===== config.mk =====
export PLATFORM = sky130hd
export DESIGN_NAME = ars_prep_flat
export DESIGN_NICKNAME = d
export VERILOG_FILES = /design/src/rtl/ars_pkg.sv /design/src/rtl/ars_in_if.sv /design/src/rtl/ars_prep.sv /design/src/flat_wrapper.sv
export SDC_FILE = /design/constraint.sdc
export NUM_CORES = 2
export LEC_CHECK = 0
export BUFFER_PORTS_ARGS = -buffer_cell sky130_fd_sc_hd__clkbuf_2
export CAP_MARGIN = 0
export CORE_MARGIN = 3
export CORE_UTILIZATION = 24
export CTS_CLUSTER_SIZE = 14
export DETAILED_ROUTE_END_ITERATION = 8
export PLACE_DENSITY = 0.37
export SLEW_MARGIN = 10
export SYNTH_ARGS = -nofsm -noshare
export SYNTH_HDL_FRONTEND = slang
export SYNTH_SLANG_ARGS = --single-unit

===== constraint.sdc =====
create_clock -name clk -period 17.5 [get_ports clk]
set_clock_uncertainty 0.1 [all_clocks]
set_input_delay 2.625 -clock clk [delete_from_list [all_inputs] [get_ports clk]]
set_output_delay 2.625 -clock clk [all_outputs]
set_load 0.02 [all_outputs]

===== src/rtl/ars_pkg.sv =====
// Shared types and fixed field widths for the audio running statistics block.
`default_nettype none

package ars_pkg;

  localparam int unsigned SAMPLE_W    = 32;  // width of every sample-sized field
  localparam int unsigned ACC_W       = 64;  // width of every sum field
  localparam int unsigned COUNT_OUT_W = 48;  // width of the reported sample count
  localparam int unsigned WIDE_W      = ACC_W + 1;  // unsigned sum plus carry

  typedef logic signed [SAMPLE_W-1:0]    sample_t;
  typedef logic        [SAMPLE_W-1:0]    mag_t;
  typedef logic signed [ACC_W-1:0]       acc_s_t;
  typedef logic        [ACC_W-1:0]       acc_u_t;
  typedef logic        [COUNT_OUT_W-1:0] count_t;

  // One sample after the front stages: magnitudes and squares already formed.
  typedef struct packed {
    sample_t raw;      // input bits, untouched
    sample_t sample;   // sign-extended from the configured sample width
    mag_t    mag;      // |sample|
    mag_t    step;     // |sample - previous sample|, zero on the first sample
    acc_u_t  mag_sq;   // mag * mag
    acc_u_t  step_sq;  // step * step
    logic    first;    // first sample since reset
  } ars_item_t;

endpackage

`default_nettype wire


===== src/rtl/ars_in_if.sv =====
// Input sample channel: valid/ready handshake carrying one PCM sample.
`default_nettype none

interface ars_in_if;
  logic             valid;
  logic             ready;
  ars_pkg::sample_t sample_in;

  modport source (output valid, output sample_in, input ready);
  modport sink   (input valid, input sample_in, output ready);
endinterface

`default_nettype wire


===== src/rtl/ars_prep.sv =====
// Front stages: input register, then magnitudes, step and squares into a product register.
`default_nettype none

module ars_prep #(
  parameter int unsigned SAMPLE_BITS = 32
) (
  input  logic               clk,
  input  logic               rst_n,
  ars_in_if.sink             in_ch,
  output ars_pkg::ars_item_t item,
  output logic               item_valid,
  input  logic               item_ready
);
  import ars_pkg::*;

  localparam int unsigned PROD_W = 2 * SAMPLE_BITS;

  logic                        s1_valid_r;
  sample_t                     s1_raw_r;
  logic                        s1_go;
  logic                        seen_r;
  logic signed [SAMPLE_BITS-1:0] prev_r;
  logic                        item_valid_r;
  ars_item_t                   item_r;
  ars_item_t                   item_nxt;

  logic signed [SAMPLE_BITS-1:0] s_cur;
  logic signed [SAMPLE_BITS:0]   s_wide;
  logic signed [SAMPLE_BITS:0]   s_neg;
  logic signed [SAMPLE_BITS:0]   diff;
  logic signed [SAMPLE_BITS:0]   diff_neg;
  logic        [SAMPLE_BITS-1:0] mag;
  logic        [SAMPLE_BITS-1:0] step_mag;
  logic        [PROD_W-1:0]      mag_sq;
  logic        [PROD_W-1:0]      step_sq;

  assign s1_go       = s1_valid_r && (!item_valid_r || item_ready);
  assign in_ch.ready = !s1_valid_r || s1_go;
  assign item        = item_r;
  assign item_valid  = item_valid_r;

  always_comb begin
    s_cur    = signed'(s1_raw_r[SAMPLE_BITS-1:0]);
    s_wide   = (SAMPLE_BITS+1)'(s_cur);
    s_neg    = -s_wide;
    mag      = s_wide[SAMPLE_BITS] ? s_neg[SAMPLE_BITS-1:0] : s_wide[SAMPLE_BITS-1:0];
    diff     = s_wide - (SAMPLE_BITS+1)'(prev_r);
    diff_neg = -diff;
    // the first sample seeds the previous sample, so its step is zero
    if (!seen_r) begin
      step_mag = '0;
    end else if (diff[SAMPLE_BITS]) begin
      step_mag = diff_neg[SAMPLE_BITS-1:0];
    end else begin
      step_mag = diff[SAMPLE_BITS-1:0];
    end
    mag_sq  = PROD_W'(mag) * PROD_W'(mag);
    step_sq = PROD_W'(step_mag) * PROD_W'(step_mag);

    item_nxt.raw     = s1_raw_r;
    item_nxt.sample  = SAMPLE_W'(s_cur);
    item_nxt.mag     = SAMPLE_W'(mag);
    item_nxt.step    = SAMPLE_W'(step_mag);
    item_nxt.mag_sq  = ACC_W'(mag_sq);
    item_nxt.step_sq = ACC_W'(step_sq);
    item_nxt.first   = !seen_r;
  end

  always_ff @(posedge clk) begin
    if (!rst_n) begin
      s1_valid_r   <= 1'b0;
      item_valid_r <= 1'b0;
      seen_r       <= 1'b0;
    end else begin
      if (in_ch.ready) begin
        s1_valid_r <= in_ch.valid;
      end
      if (!item_valid_r || item_ready) begin
        item_valid_r <= s1_valid_r;
      end
      if (s1_go) begin
        seen_r <= 1'b1;
      end
    end
  end

  always_ff @(posedge clk) begin
    if (in_ch.valid && in_ch.ready) begin
      s1_raw_r <= in_ch.sample_in;
    end
    if (s1_go) begin
      prev_r <= s_cur;
      item_r <= item_nxt;
    end
  end

endmodule

`default_nettype wire


===== src/flat_wrapper.sv =====
// flat-port wrapper written by rule: the top's interface ports become plain ports
module ars_prep_flat import ars_pkg::*;
#(
  parameter int unsigned SAMPLE_BITS = 32
)
  (clk, rst_n, item, item_valid, item_ready, in_ch_valid, in_ch_sample_in, in_ch_ready);
  ars_in_if in_ch_i ();
  input  logic clk;
  input  logic rst_n;
  output ars_pkg::ars_item_t item;
  output logic item_valid;
  input  logic item_ready;
  input wire logic [$bits(in_ch_i.valid)-1:0] in_ch_valid;
  input wire logic [$bits(in_ch_i.sample_in)-1:0] in_ch_sample_in;
  output wire logic [$bits(in_ch_i.ready)-1:0] in_ch_ready;
  assign in_ch_i.valid = in_ch_valid;
  assign in_ch_i.sample_in = in_ch_sample_in;
  assign in_ch_ready = in_ch_i.ready;
  ars_prep #(.SAMPLE_BITS(SAMPLE_BITS)) u_core (.clk(clk), .rst_n(rst_n), .in_ch(in_ch_i), .item(item), .item_valid(item_valid), .item_ready(item_ready));
endmodule

==> flow_summary.yaml <==
yosys:
  netlist_instances: 7071
  ys_async_sr_fraction_pct: 0
  mappedNetlistArea_um2: 68300
  ys_seq_area_share_pct: 11.2
  syn_area_per_cell_um2: 9.66
  ys_types: 96
  ys_warn_count: 0
  synth_ff_type: "edfxtp_1"
  synth-edff-count: 252
  ys_seq_elements: 255
clock_network:
  clock_sinks: 255
  cts.path.max_buffers: 3
  htreeDepth: 2
  cts_tree: "yes"
  cts_made_buffers: 43
  holdBufCountCts: 0
  root_buffer: "clkbuf_16"
  cts_setup_buffers: 0
  post_cts_resized: 0
  cts.clk_slew.worst_paths_ns: 0.06
  insertion_delay_ns: 0.70
drt:
  finalWirelength_um: 247000
  vias: 47700
  drc: 0
  dr.first_iter.drc_count: 2821
  wl_per_cell_um: 22.3
  drt-pass1-iter-count: 5
  via_per_inst: 4.31
  drtAntennaViolNets: 0
floorplanning:
  die_h_um: 540
  row_count: 195
  die_area_um2: 291000
  initial_utilization_pct: 24.2
  die_x_um: 540
  core-area_um2: 283000
  ioPinCount: 295
placed_design:
  place_area_um2: 74400
  place.gp.congestion: 0.884
  hpwl_um: 197000
  io_buffers: 292
  pre_cts_ws_ns: 2.97
  dp.cells: 11000
timing:
  slew_headroom_pct: 13.7
  fin_crit_sh_pct: 83.7
  maxSlewViolCount: 0
  setup_ws_ns: 2.86
  tightest_slew_ns: 1.27
  finalHoldViolCount: 0
  clock.fmax_ghz: 0.0683
  setup_viol: 0
  fin_tns_setup_ns: 0
  rsz0062_at_grt: "false"
  final.min_clock_period_ns: 14.64
min_path:
  hold_class: "reg2reg"
  hp-start: "u_core.s1_valid_r$_SDFFE_PN0N_"
  holdPathStages: 1
  worstHoldEndpoint: "u_core.item_valid$_SDFFE_PN0P_"
finish:
  syn_to_final_growth_pct: 11.2
  fin_cells: 11100
  fin_nets: 9508
  drive_gt1_share_pct: 8.23
  fin_area_um2: 76000
critical_path:
  critPathCaptureType: "flip-flop"
  timing.rr.end: "u_core.item[64]$_DFFE_PP_"
  critPathMaxStageDelay_ns: 0.74
  r2r_start: "u_core.s1_raw_r[0]$_DFFE_PP_"
  cp_slowest_cell: "edfxtp_1"
  critPathMostFrequentCell: "fa_1"
  r2r_slack_ns: 2.86
  worstPathMaxFanout: 19
  r2r_cells: 41
  startpoint_type: "flip-flop"
  arrival_ns: 14.94
  critPathRequiredTime_ns: 17.80
  worstSetupPathType: "reg2reg"
run:
  cap_violations: 0
global_routing:
  grt_pass1_wl_um: 371000
  grt_max_degree: 110
  grt_antenna_before_repair: 8
  busiest_layer: "met2"
  grt_pass1_vias: 54300
  grtUsageMet3_pct: 1.81
  grt_util_met1_pct: 22.2
  grt_overflow: 0
  use_met2_pct: 31.1
  grt_usage_pct: 17.3
run_status:
  status: "finished, final reports clean"
-- critical path, delay by kind of cell (launching register included) --
kind	cells	cell delay, ns
DFF	1	0.74
AOI/OAI and AO/OA	15	4.78
adders and majority gates	11	4.98
xor gates and xnor gates	1	0.32
buffers and inverters	7	1.24
and+or+nand+nor	7	2.12
-- final cells by class --
class                   count  area [µm²]
fillers                 30300      207000
multi-input cells        4532       52000
inverters                2053        7710
flip-flops and latches    255        7630
well taps                3743        4680
repair buffers            408        2340
clock buffers              46        1090
clock inverters            33         473
diodes                      4        10.0
-- cell usage in the layout (no fill, tap or decap), types with 8 or more instances in the layout --
cell type  count
or4_1          8
nand2_2       21
nor2_1       630
nor2b_1       24
a31oi_1       28
fa_1        1609
xnor2_1      148
a21o_1        99
o21a_1        29
or2_2          8
inv_2         28
inv_1       2009
o211ai_1      13
buf_4        115
nand4_1       26
nand2_1      586
or3_1         19
a21oi_1      168
xor2_2        12
o31ai_1       15
and2_1        22
nor3_1        38
o21ai_0       89
conb_1        29
clkbuf_2     292
clkbuf_16     43
nand3_1       33
ha_1         570
nand2b_1      34
bufinv_16      8
clkinv_1      17
a211oi_1      18
xor2_1        56
and3_1        16
o21bai_1      27
edfxtp_1     252
-- flip-flops by register name, indices dropped and copies added (netlist names) --
register,flops
u_core.item,189
u_core.s1_raw_r,32
u_core.prev_r,31
u_core.item_valid,1
u_core.s1_valid_r,1
u_core.seen_r,1
-- worst max-delay path by stage --
stage                                      start                         to  slack [ns]  depth (start not counted)
floorplan                             item_ready   u_core.item[0]$_DFFE_PP_        4.12                          2
global placement    u_core.s1_raw_r[0]$_DFFE_PP_  u_core.item[64]$_DFFE_PP_        3.31                         41
detailed placement  u_core.s1_raw_r[0]$_DFFE_PP_  u_core.item[64]$_DFFE_PP_        2.97                         41
CTS                 u_core.s1_raw_r[0]$_DFFE_PP_  u_core.item[64]$_DFFE_PP_        2.91                         41
global route        u_core.s1_raw_r[0]$_DFFE_PP_  u_core.item[64]$_DFFE_PP_        2.06                         41
finish              u_core.s1_raw_r[0]$_DFFE_PP_  u_core.item[64]$_DFFE_PP_        2.86                         41
-- kinds of logic (layout without fill, tap and decap cells) --
| kind of cell | after synthesis | in the layout | synth area share [%] |
|---|---|---|---|
| buffers and inverters | 2311 | 2540 | 13.1 |
| flip-flops | 255 | 255 | 11.2 |
| XOR/XNOR | 227 | 227 | 3.02 |
| adder cells (fa/ha/maj) | 2179 | 2179 | 57.6 |
| AND/OR/NAND/NOR | 1508 | 1508 | 9.41 |
| multiplexers | 6 | 6 | 0.0952 |
| AO/OA/AOI/OAI | 583 | 583 | 5.65 |
| other | 2 | 33 | 0.0110 |
-- through the flow --
step	utilization, %	hold slack (ns)
after floorplan	-	0.321
after global placement	26.3	0.402
after detailed placement	26.3	0.424
after CTS	26.9	0.444
after global routing	26.9	0.458
final	26.9	0.432
-- routing by layer --
layer	wire length, µm	share of wire, %
met5	0	0
met4	5720	2.3
met2	127000	51
met1	105000	42
met3	9660	3.9
-- cells in the mapped netlist (29+ instances only) --
master	number	area, µm²
xor2_1	67	587
nor3_1	38	190
buf_2	46	230
a21oi_1	168	841
a21o_1	99	743
o21a_1	29	218
edfxtp_1	252	7570
clkbuf_1	151	567
nand3_1	33	165
ha_1	570	7130
inv_1	2018	7570
nand2b_1	34	213
fa_1	1609	32200
nor2_1	632	2370
o21ai_0	89	445
buf_4	43	323
xnor2_1	154	1350
nand2_1	590	2210
Power is not shown: default switching activity piles up to over one toggle a cycle in this logic, so the estimate is an artifact.
