==> src/rtl/ars_pkg.sv <==
// Shared types and fixed field widths for the audio running statistics block.
`default_nettype none

package ars_pkg;

  localparam int unsigned SAMPLE_W    = 32;  // width of every sample-sized field
  localparam int unsigned ACC_W       = 64;  // width of every sum field
  localparam int unsigned COUNT_OUT_W = 48;  // width of the reported sample count
  localparam int unsigned WIDE_W      = ACC_W + 1;  // unsigned sum plus carry

  typedef logic signed [SAMPLE_W-1:0]    sample_t;
  typedef logic        [SAMPLE_W-1:0]    mag_t;
  typedef logic signed [ACC_W-1:0]       acc_s_t;
  typedef logic        [ACC_W-1:0]       acc_u_t;
  typedef logic        [COUNT_OUT_W-1:0] count_t;

  // One sample after the front stages: magnitudes and squares already formed.
  typedef struct packed {
    sample_t raw;      // input bits, untouched
    sample_t sample;   // sign-extended from the configured sample width
    mag_t    mag;      // |sample|
    mag_t    step;     // |sample - previous sample|, zero on the first sample
    acc_u_t  mag_sq;   // mag * mag
    acc_u_t  step_sq;  // step * step
    logic    first;    // first sample since reset
  } ars_item_t;

endpackage

`default_nettype wire

==> src/rtl/ars_out_if.sv <==
// Result channel: valid/ready handshake carrying the sample and its statistics.
`default_nettype none

interface ars_out_if;
  logic             valid;
  logic             ready;
  ars_pkg::sample_t sample_out;
  ars_pkg::sample_t minimum;
  ars_pkg::sample_t maximum;
  ars_pkg::sample_t midline;
  ars_pkg::acc_s_t  total_sum;
  ars_pkg::acc_u_t  magnitude_sum;
  ars_pkg::acc_u_t  power_sum;
  ars_pkg::mag_t    step_max;
  ars_pkg::acc_u_t  step_sum;
  ars_pkg::acc_u_t  step_power_sum;
  ars_pkg::count_t  samples_seen;
  logic             overflowed;

  modport source (
    output valid, output sample_out, output minimum, output maximum, output midline,
    output total_sum, output magnitude_sum, output power_sum, output step_max,
    output step_sum, output step_power_sum, output samples_seen, output overflowed,
    input ready
  );
  modport sink (
    input valid, input sample_out, input minimum, input maximum, input midline,
    input total_sum, input magnitude_sum, input power_sum, input step_max,
    input step_sum, input step_power_sum, input samples_seen, input overflowed,
    output ready
  );
endinterface

`default_nettype wire

==> src/rtl/ars_accum.sv <==
// Statistics registers: min/max/midline, saturating sums, step peak and sample count.
`default_nettype none

module ars_accum #(
  parameter int unsigned SAMPLE_BITS = 32,
  parameter int unsigned ACCUM_BITS  = 64,
  parameter int unsigned COUNT_BITS  = 48
) (
  input  logic               clk,
  input  logic               rst_n,
  input  ars_pkg::ars_item_t item,
  input  logic               item_valid,
  output logic               item_ready,
  ars_out_if.source          out_ch
);
  import ars_pkg::*;

  localparam int unsigned CNT_WIDE_W =
    (COUNT_BITS > COUNT_OUT_W) ? COUNT_BITS : COUNT_OUT_W;
  localparam logic [ACCUM_BITS-1:0] ACC_UMAX = '1;
  localparam logic [COUNT_BITS-1:0] CNT_MAX  = '1;

  // unsigned saturating add: {saturated, value}
  function automatic logic [ACCUM_BITS:0] sat_uadd(input logic [ACCUM_BITS-1:0] acc,
                                                   input acc_u_t add);
    logic [WIDE_W-1:0] sum;
    sum = WIDE_W'(acc) + WIDE_W'(add);
    if (sum > WIDE_W'(ACC_UMAX)) begin
      return {1'b1, ACC_UMAX};
    end
    return {1'b0, sum[ACCUM_BITS-1:0]};
  endfunction

  logic                          go;
  logic                          out_valid_r;
  sample_t                       sample_r;
  logic signed [SAMPLE_BITS-1:0] lo_r, lo_nxt;
  logic signed [SAMPLE_BITS-1:0] hi_r, hi_nxt;
  logic signed [SAMPLE_BITS-1:0] mid_r, mid_nxt;
  logic signed [ACCUM_BITS-1:0]  tot_r, tot_nxt;
  logic        [ACCUM_BITS-1:0]  mag_tot_r, mag_tot_nxt;
  logic        [ACCUM_BITS-1:0]  pow_r, pow_nxt;
  logic        [SAMPLE_BITS-1:0] peak_r, peak_nxt;
  logic        [ACCUM_BITS-1:0]  step_tot_r, step_tot_nxt;
  logic        [ACCUM_BITS-1:0]  step_pow_r, step_pow_nxt;
  logic        [COUNT_BITS-1:0]  cnt_r, cnt_nxt;
  logic                          ovf_r, ovf_nxt;

  logic signed [SAMPLE_BITS-1:0] s;
  logic        [SAMPLE_BITS-1:0] step_n;
  logic signed [SAMPLE_BITS:0]   pair;
  logic signed [ACCUM_BITS:0]    tsum;
  logic                          tot_ovf;
  logic        [ACCUM_BITS:0]    mag_res, pow_res, step_res, step_pow_res;
  logic        [CNT_WIDE_W-1:0]  cnt_wide;

  assign go         = item_valid && item_ready;
  assign item_ready = !out_valid_r || out_ch.ready;

  always_comb begin
    s      = signed'(item.sample[SAMPLE_BITS-1:0]);
    step_n = item.step[SAMPLE_BITS-1:0];

    // the first sample seeds both marks
    lo_nxt  = (item.first || (s < lo_r)) ? s : lo_r;
    hi_nxt  = (item.first || (s > hi_r)) ? s : hi_r;
    pair    = (SAMPLE_BITS+1)'(lo_nxt) + (SAMPLE_BITS+1)'(hi_nxt);
    mid_nxt = pair[SAMPLE_BITS:1];

    tsum    = (ACCUM_BITS+1)'(tot_r) + (ACCUM_BITS+1)'(item.sample);
    tot_ovf = tsum[ACCUM_BITS] ^ tsum[ACCUM_BITS-1];
    if (tot_ovf) begin
      tot_nxt = tsum[ACCUM_BITS] ? {1'b1, {(ACCUM_BITS-1){1'b0}}}
                                 : {1'b0, {(ACCUM_BITS-1){1'b1}}};
    end else begin
      tot_nxt = tsum[ACCUM_BITS-1:0];
    end

    mag_res      = sat_uadd(mag_tot_r, ACC_W'(item.mag));
    pow_res      = sat_uadd(pow_r, item.mag_sq);
    step_res     = sat_uadd(step_tot_r, ACC_W'(item.step));
    step_pow_res = sat_uadd(step_pow_r, item.step_sq);
    mag_tot_nxt  = mag_res[ACCUM_BITS-1:0];
    pow_nxt      = pow_res[ACCUM_BITS-1:0];
    step_tot_nxt = step_res[ACCUM_BITS-1:0];
    step_pow_nxt = step_pow_res[ACCUM_BITS-1:0];

    peak_nxt = (step_n > peak_r) ? step_n : peak_r;
    // count stops at its maximum; the flag is left alone
    cnt_nxt  = (cnt_r == CNT_MAX) ? cnt_r : cnt_r + 1'b1;
    ovf_nxt  = ovf_r | tot_ovf | mag_res[ACCUM_BITS] | pow_res[ACCUM_BITS]
             | step_res[ACCUM_BITS] | step_pow_res[ACCUM_BITS];
  end

  always_ff @(posedge clk) begin
    if (!rst_n) begin
      out_valid_r <= 1'b0;
      lo_r        <= '0;
      hi_r        <= '0;
      mid_r       <= '0;
      tot_r       <= '0;
      mag_tot_r   <= '0;
      pow_r       <= '0;
      peak_r      <= '0;
      step_tot_r  <= '0;
      step_pow_r  <= '0;
      cnt_r       <= '0;
      ovf_r       <= 1'b0;
    end else begin
      if (item_ready) begin
        out_valid_r <= item_valid;
      end
      if (go) begin
        lo_r       <= lo_nxt;
        hi_r       <= hi_nxt;
        mid_r      <= mid_nxt;
        tot_r      <= tot_nxt;
        mag_tot_r  <= mag_tot_nxt;
        pow_r      <= pow_nxt;
        peak_r     <= peak_nxt;
        step_tot_r <= step_tot_nxt;
        step_pow_r <= step_pow_nxt;
        cnt_r      <= cnt_nxt;
        ovf_r      <= ovf_nxt;
      end
    end
  end

  always_ff @(posedge clk) begin
    if (go) begin
      sample_r <= item.raw;
    end
  end

  assign cnt_wide = CNT_WIDE_W'(cnt_r);

  assign out_ch.valid          = out_valid_r;
  assign out_ch.sample_out     = sample_r;
  assign out_ch.minimum        = SAMPLE_W'(lo_r);
  assign out_ch.maximum        = SAMPLE_W'(hi_r);
  assign out_ch.midline        = SAMPLE_W'(mid_r);
  assign out_ch.total_sum      = ACC_W'(tot_r);
  assign out_ch.magnitude_sum  = ACC_W'(mag_tot_r);
  assign out_ch.power_sum      = ACC_W'(pow_r);
  assign out_ch.step_max       = SAMPLE_W'(peak_r);
  assign out_ch.step_sum       = ACC_W'(step_tot_r);
  assign out_ch.step_power_sum = ACC_W'(step_pow_r);
  assign out_ch.samples_seen   = cnt_wide[COUNT_OUT_W-1:0];
  assign out_ch.overflowed     = ovf_r;

endmodule

`default_nettype wire

==> src/flat_wrapper.sv <==
// flat-port wrapper written by rule: the top's interface ports become plain ports
module ars_accum_flat import ars_pkg::*;
#(
  parameter int unsigned SAMPLE_BITS = 32,
  parameter int unsigned ACCUM_BITS  = 64,
  parameter int unsigned COUNT_BITS  = 48
)
  (clk, rst_n, item, item_valid, item_ready, out_ch_valid, out_ch_sample_out, out_ch_minimum, out_ch_maximum, out_ch_midline, out_ch_total_sum, out_ch_magnitude_sum, out_ch_power_sum, out_ch_step_max, out_ch_step_sum, out_ch_step_power_sum, out_ch_samples_seen, out_ch_overflowed, out_ch_ready);
  ars_out_if out_ch_i ();
  input  logic clk;
  input  logic rst_n;
  input  ars_pkg::ars_item_t item;
  input  logic item_valid;
  output logic item_ready;
  output wire logic [$bits(out_ch_i.valid)-1:0] out_ch_valid;
  output wire logic [$bits(out_ch_i.sample_out)-1:0] out_ch_sample_out;
  output wire logic [$bits(out_ch_i.minimum)-1:0] out_ch_minimum;
  output wire logic [$bits(out_ch_i.maximum)-1:0] out_ch_maximum;
  output wire logic [$bits(out_ch_i.midline)-1:0] out_ch_midline;
  output wire logic [$bits(out_ch_i.total_sum)-1:0] out_ch_total_sum;
  output wire logic [$bits(out_ch_i.magnitude_sum)-1:0] out_ch_magnitude_sum;
  output wire logic [$bits(out_ch_i.power_sum)-1:0] out_ch_power_sum;
  output wire logic [$bits(out_ch_i.step_max)-1:0] out_ch_step_max;
  output wire logic [$bits(out_ch_i.step_sum)-1:0] out_ch_step_sum;
  output wire logic [$bits(out_ch_i.step_power_sum)-1:0] out_ch_step_power_sum;
  output wire logic [$bits(out_ch_i.samples_seen)-1:0] out_ch_samples_seen;
  output wire logic [$bits(out_ch_i.overflowed)-1:0] out_ch_overflowed;
  input wire logic [$bits(out_ch_i.ready)-1:0] out_ch_ready;
  assign out_ch_valid = out_ch_i.valid;
  assign out_ch_sample_out = out_ch_i.sample_out;
  assign out_ch_minimum = out_ch_i.minimum;
  assign out_ch_maximum = out_ch_i.maximum;
  assign out_ch_midline = out_ch_i.midline;
  assign out_ch_total_sum = out_ch_i.total_sum;
  assign out_ch_magnitude_sum = out_ch_i.magnitude_sum;
  assign out_ch_power_sum = out_ch_i.power_sum;
  assign out_ch_step_max = out_ch_i.step_max;
  assign out_ch_step_sum = out_ch_i.step_sum;
  assign out_ch_step_power_sum = out_ch_i.step_power_sum;
  assign out_ch_samples_seen = out_ch_i.samples_seen;
  assign out_ch_overflowed = out_ch_i.overflowed;
  assign out_ch_i.ready = out_ch_ready;
  ars_accum #(.SAMPLE_BITS(SAMPLE_BITS), .ACCUM_BITS(ACCUM_BITS), .COUNT_BITS(COUNT_BITS)) u_core (.clk(clk), .rst_n(rst_n), .item(item), .item_valid(item_valid), .item_ready(item_ready), .out_ch(out_ch_i));
endmodule
==> config.mk <==
export PLATFORM = sky130hd
export DESIGN_NAME = ars_accum_flat
export DESIGN_NICKNAME = d
export VERILOG_FILES = /design/src/rtl/ars_pkg.sv /design/src/rtl/ars_out_if.sv /design/src/rtl/ars_accum.sv /design/src/flat_wrapper.sv
export SDC_FILE = /design/constraint.sdc
export NUM_CORES = 2
export LEC_CHECK = 0
export ABC_AREA = 1
export BUFFER_PORTS_ARGS = -buffer_cell sky130_fd_sc_hd__buf_2
export CAP_MARGIN = 20
export CORE_AREA = 5 5 302 304
export CTS_CLUSTER_SIZE = 28
export DETAILED_ROUTE_END_ITERATION = 10
export DIE_AREA = 0 0 307 309
export PLACE_DENSITY = 0.69
export SETUP_SLACK_MARGIN = 0.05
export SLEW_MARGIN = 20
export SYNTH_ARGS = -nofsm -noshare
export SYNTH_HDL_FRONTEND = slang
export SYNTH_SLANG_ARGS = --single-unit
==> constraint.sdc <==
create_clock -name clk -period 6.4 [get_ports clk]
set_input_delay 0.64 -clock clk [delete_from_list [all_inputs] [get_ports clk]]
set_output_delay 0.64 -clock clk [all_outputs]
set_load 0.05 [all_outputs]
==> run_results.csv <==
group,metric,value,unit
synthesis,yosys_register_bits,530,
setup_path,worst-endpoint-required,6.88,ns
layout,layout_filler_cell_count,8892,
synthesis,synth-main-ff-cell,"dfxtp_1",
power_and_ir_drop,pwr_density_cell,298,nW/um^2
power_and_ir_drop,power.combinational.fraction,0.438,
detailed_routing,wire_per_inst,20.0,microns
detailed_routing,totalWireLength,162000,microns
sta,pin_slew_with_the_least_headroom_to_its_limit,1.03,ns
clocking,path_clk_slew,0.06,ns
global_routing,globalRouteOverflowTotal,0,
setup_path,timing_worst_setup_path_type,"reg -> reg",
detailed_routing,drt-vias-per-instance,5.55,
sta,final_count_of_negative_setup_slack_endpoints,0,
die,boundaryPins,792,
status,status,"complete, no violations",
sta,post-route-min-period,5.09,ns
setup_path,cp.buffers_inverters,1,
clocking,cts-buffers-inserted,68,
detailed_routing,vias,44700,
setup_path,critPathTopFamily,"compound AO/OA/AOI/OAI gates",
synthesis,synth_edf_count,32,
sta,layout_worst_path_cycle_share,0.795,
setup_path,critPathMostFrequentCell,"nand2_1",
die,placementRows,109,
sta,largest_clock_skew_in_the_final_design,0.0229,ns
synthesis,yosys_warnings,0,
clocking,clkLatencyLatePin,0.63,ns
clocking,setup_repair_bufs_after_cts,0,
global_routing,grt_max_degree,252,
power_and_ir_drop,switching_share,0.447,
setup_path,cp_max_fo,16,
synthesis,ffs_w_async_s_r_synth,0,
synthesis,postSynthCellCount,6141,
setup_path,timing.critical_path.slowest_stage_cell,"fa_1",
detailed_routing,final_antenna_net_count,0,
sta,grt_setup_unrepaired,"no",
placed_design,gp_routability_congestion,0.996,
power_and_ir_drop,power.leakage,0.0236,uW
hold_path,min-delay-path-class,"in -> reg",
setup_path,crit_path_dat,5.57,ns
sta,finalMaxSlewViolations,0,
detailed_routing,first_iter_violations,3601,
power_and_ir_drop,fin_total_pwr,14400,uW
sta,slew-limit-headroom,0.312,
setup_path,largest_stage_delay_worst_path,0.49,ns
layout,final_layout_size_suffix_gt1_frac,0.141,
global_routing,grt_pass1_vias,42600,
synthesis,synthesized_net_count,6791,
sta,fin_setup_tns,0,ns
layout,layout_overhead_on_the_synthesized_area,17.5,%
sta,fmax,196,MHz
die,placeableCoreArea,88000,sq um
power_and_ir_drop,cellInternalPower,7970,uW
power_and_ir_drop,power.share.sequential,0.281,
clocking,clockRootBuffer,"clkbuf_16",
clocking,ctsHtreeMaxLevel,3,
die,die_x,307,microns
die,floorplan.die_area,94900,sq um
clocking,cts.hold.buffers_added,0,
clocking,tritoncts,"done",
power_and_ir_drop,power.net_switching,6440,uW
power_and_ir_drop,power_frac_clock,0.281,
run,max_cap_violations,0,
clocking,cts.repair.resized,0,
setup_path,start_kind,"flop",
clocking,cts_max_path_buffers,3,
layout,layout.area.seq,10900,sq um
synthesis,synthesis.area_per_instance,6.71,sq um
placed_design,hpwlAfterDp,129000,microns
die,floorplan.initialDensity,0.468,
sta,hold_viol_final,0,
power_and_ir_drop,irDropWorstVdd,0.000231,V
synthesis,proportion_of_synthesized_chip_area_in_sequential_cells,0.265,
global_routing,global_route.usage.total,0.322,
synthesis,synth.lib_cells_used.distinct,55,
layout,design.final.nets,7489,
global_routing,antenna_found_initial,14,
die,chipHeight,309,microns
clocking,cts.sinks,530,
global_routing,grt_pass1_wl,245000,microns
layout,multi_input_area,26200,sq um
synthesis,post_synth_instance_area,41200,sq um
placed_design,buffer_ports.inserted,791,
detailed_routing,post-route-drc-count,0,
detailed_routing,dr.pass1.iters,8,
setup_path,critical_path_endpoint_category,"flop",
area by class of cell:
| class | instances | share of cell area |
|---|---|---|
| multi-input cells | 4540 | 0.541 |
| well taps | 1165 | 0.0301 |
| inverters | 888 | 0.0691 |
| flip-flops and latches | 530 | 0.226 |
| diodes | 10 | 0.000517 |
| clock inverters | 31 | 0.00872 |
| repair buffers | 811 | 0.0859 |
| clock buffers | 89 | 0.0388 |
power by group through the flow:
stage	Clock [uW]	Sequential (uW)	Combinational, uW
floorplan	0	5270	3340
global placement	0	4100	6190
detailed placement	0	4110	6210
CTS	4120	4040	6250
global route	4270	4090	6860
finish	4050	4050	6300
per-stage QoR:
step                       util  hold slack, ns  setup slack (ns)  std cells  cell area [sq um]
after CTS                 0.550           0.142              1.35       8054              48300
after global routing      0.550           0.151             0.769       8064              48400
after floorplan               -           0.667              1.82       6141              41200
final                     0.550           0.180              1.31       8064              48400
after detailed placement  0.523           0.450             0.762       7934              46000
after global placement    0.523           0.440             0.880       7934              46000
state kept, by name, summed over array words and instances (netlist names):
register	count
u_core.out_ch.magnitude_sum	64
u_core.out_ch.maximum	32
u_core.out_ch.midline	32
u_core.out_ch.minimum	32
u_core.out_ch.overflowed	1
u_core.out_ch.power_sum	64
u_core.out_ch.sample_out	32
u_core.out_ch.samples_seen	48
u_core.out_ch.step_max	32
u_core.out_ch.step_power_sum	64
u_core.out_ch.step_sum	64
u_core.out_ch.total_sum	64
u_core.out_ch.valid	1
worst reg2reg max path, delay by kind of cell, from the launching register on:
family	cells	cell delay, ns
flip-flops	1	0.33
adder cells (fa/ha/maj)	2	0.85
AND/OR/NAND/NOR	13	1.64
buffers and inverters	1	0.08
XOR/XNOR	1	0.15
AO/OA/AOI/OAI	9	1.91
logic make-up (layout without fill, tap and decap cells):
| group | Yosys count | count (layout) | share of synthesized area |
|---|---|---|---|
| AO/OA/AOI/OAI | 1855 | 1855 | 0.251 |
| XOR/XNOR | 324 | 324 | 0.0689 |
| adder cells (fa/ha/maj) | 389 | 389 | 0.119 |
| buffers and inverters | 1071 | 1819 | 0.0998 |
| flip-flops | 530 | 530 | 0.265 |
| other | 0 | 10 | 0 |
| AND/OR/NAND/NOR | 1972 | 1972 | 0.196 |
placed cells by master (no fill, tap or decap), drive strengths merged, types with 4 or more instances in the layout:
master,synthesis,final
bufinv,0,9
buf,44,811
nor2,604,604
a221oi,4,4
nor4,31,31
a21boi,22,22
nand2,982,982
xnor2,144,144
a21o,29,29
clkbuf,139,89
dfxtp,498,498
o21a,40,40
o2111ai,4,4
nand3b,7,7
ha,383,383
a31oi,181,181
nand4,40,40
nor3,112,112
edfxtp,32,32
fa,6,6
o221ai,35,35
xor2,180,180
o211ai,69,69
inv,887,892
clkinv,1,16
a211oi,13,13
diode,0,10
o21bai,15,15
o21ai,661,661
a21oi,762,762
nor3b,4,4
nand3,189,189
o31ai,9,9
worst paths after layout:
kind,from,end,slack [ns],cells after the start
worst max-delay path,u_core.out_ch.maximum[31],u_core.out_ch.midline[27],1.31,26
worst min register to register,u_core.out_ch.overflowed,u_core.out_ch.overflowed,0.46,2
worst max register to register,u_core.out_ch.maximum[31],u_core.out_ch.midline[27],1.31,26
worst min-delay path,item[237],u_core.out_ch.sample_out[12],0.18,1
per-layer routing:
layer	routed length, microns	vias to the layer above	track usage
met5	11	-	0
li1	-	22200	-
met1	67300	20700	0.408
met4	7110	2	0.135
met2	72500	1590	0.521
met3	14600	307	0.0861
cell usage after synthesis, drive strengths merged (40+ instances only):
master,count,area (sq um)
o21ai,661,3320
dfxtp,498,9970
o211ai,69,518
xnor2,144,1260
o21a,40,300
nand2,982,3700
a31oi,181,1130
a21oi,762,3930
buf,44,255
nand3,189,961
ha,383,4790
inv,887,3330
xor2,180,1580
clkbuf,139,522
nand4,40,250
nor3,112,561
nor2,604,2270
No activity file was read; power rests on OpenSTA's default activity.
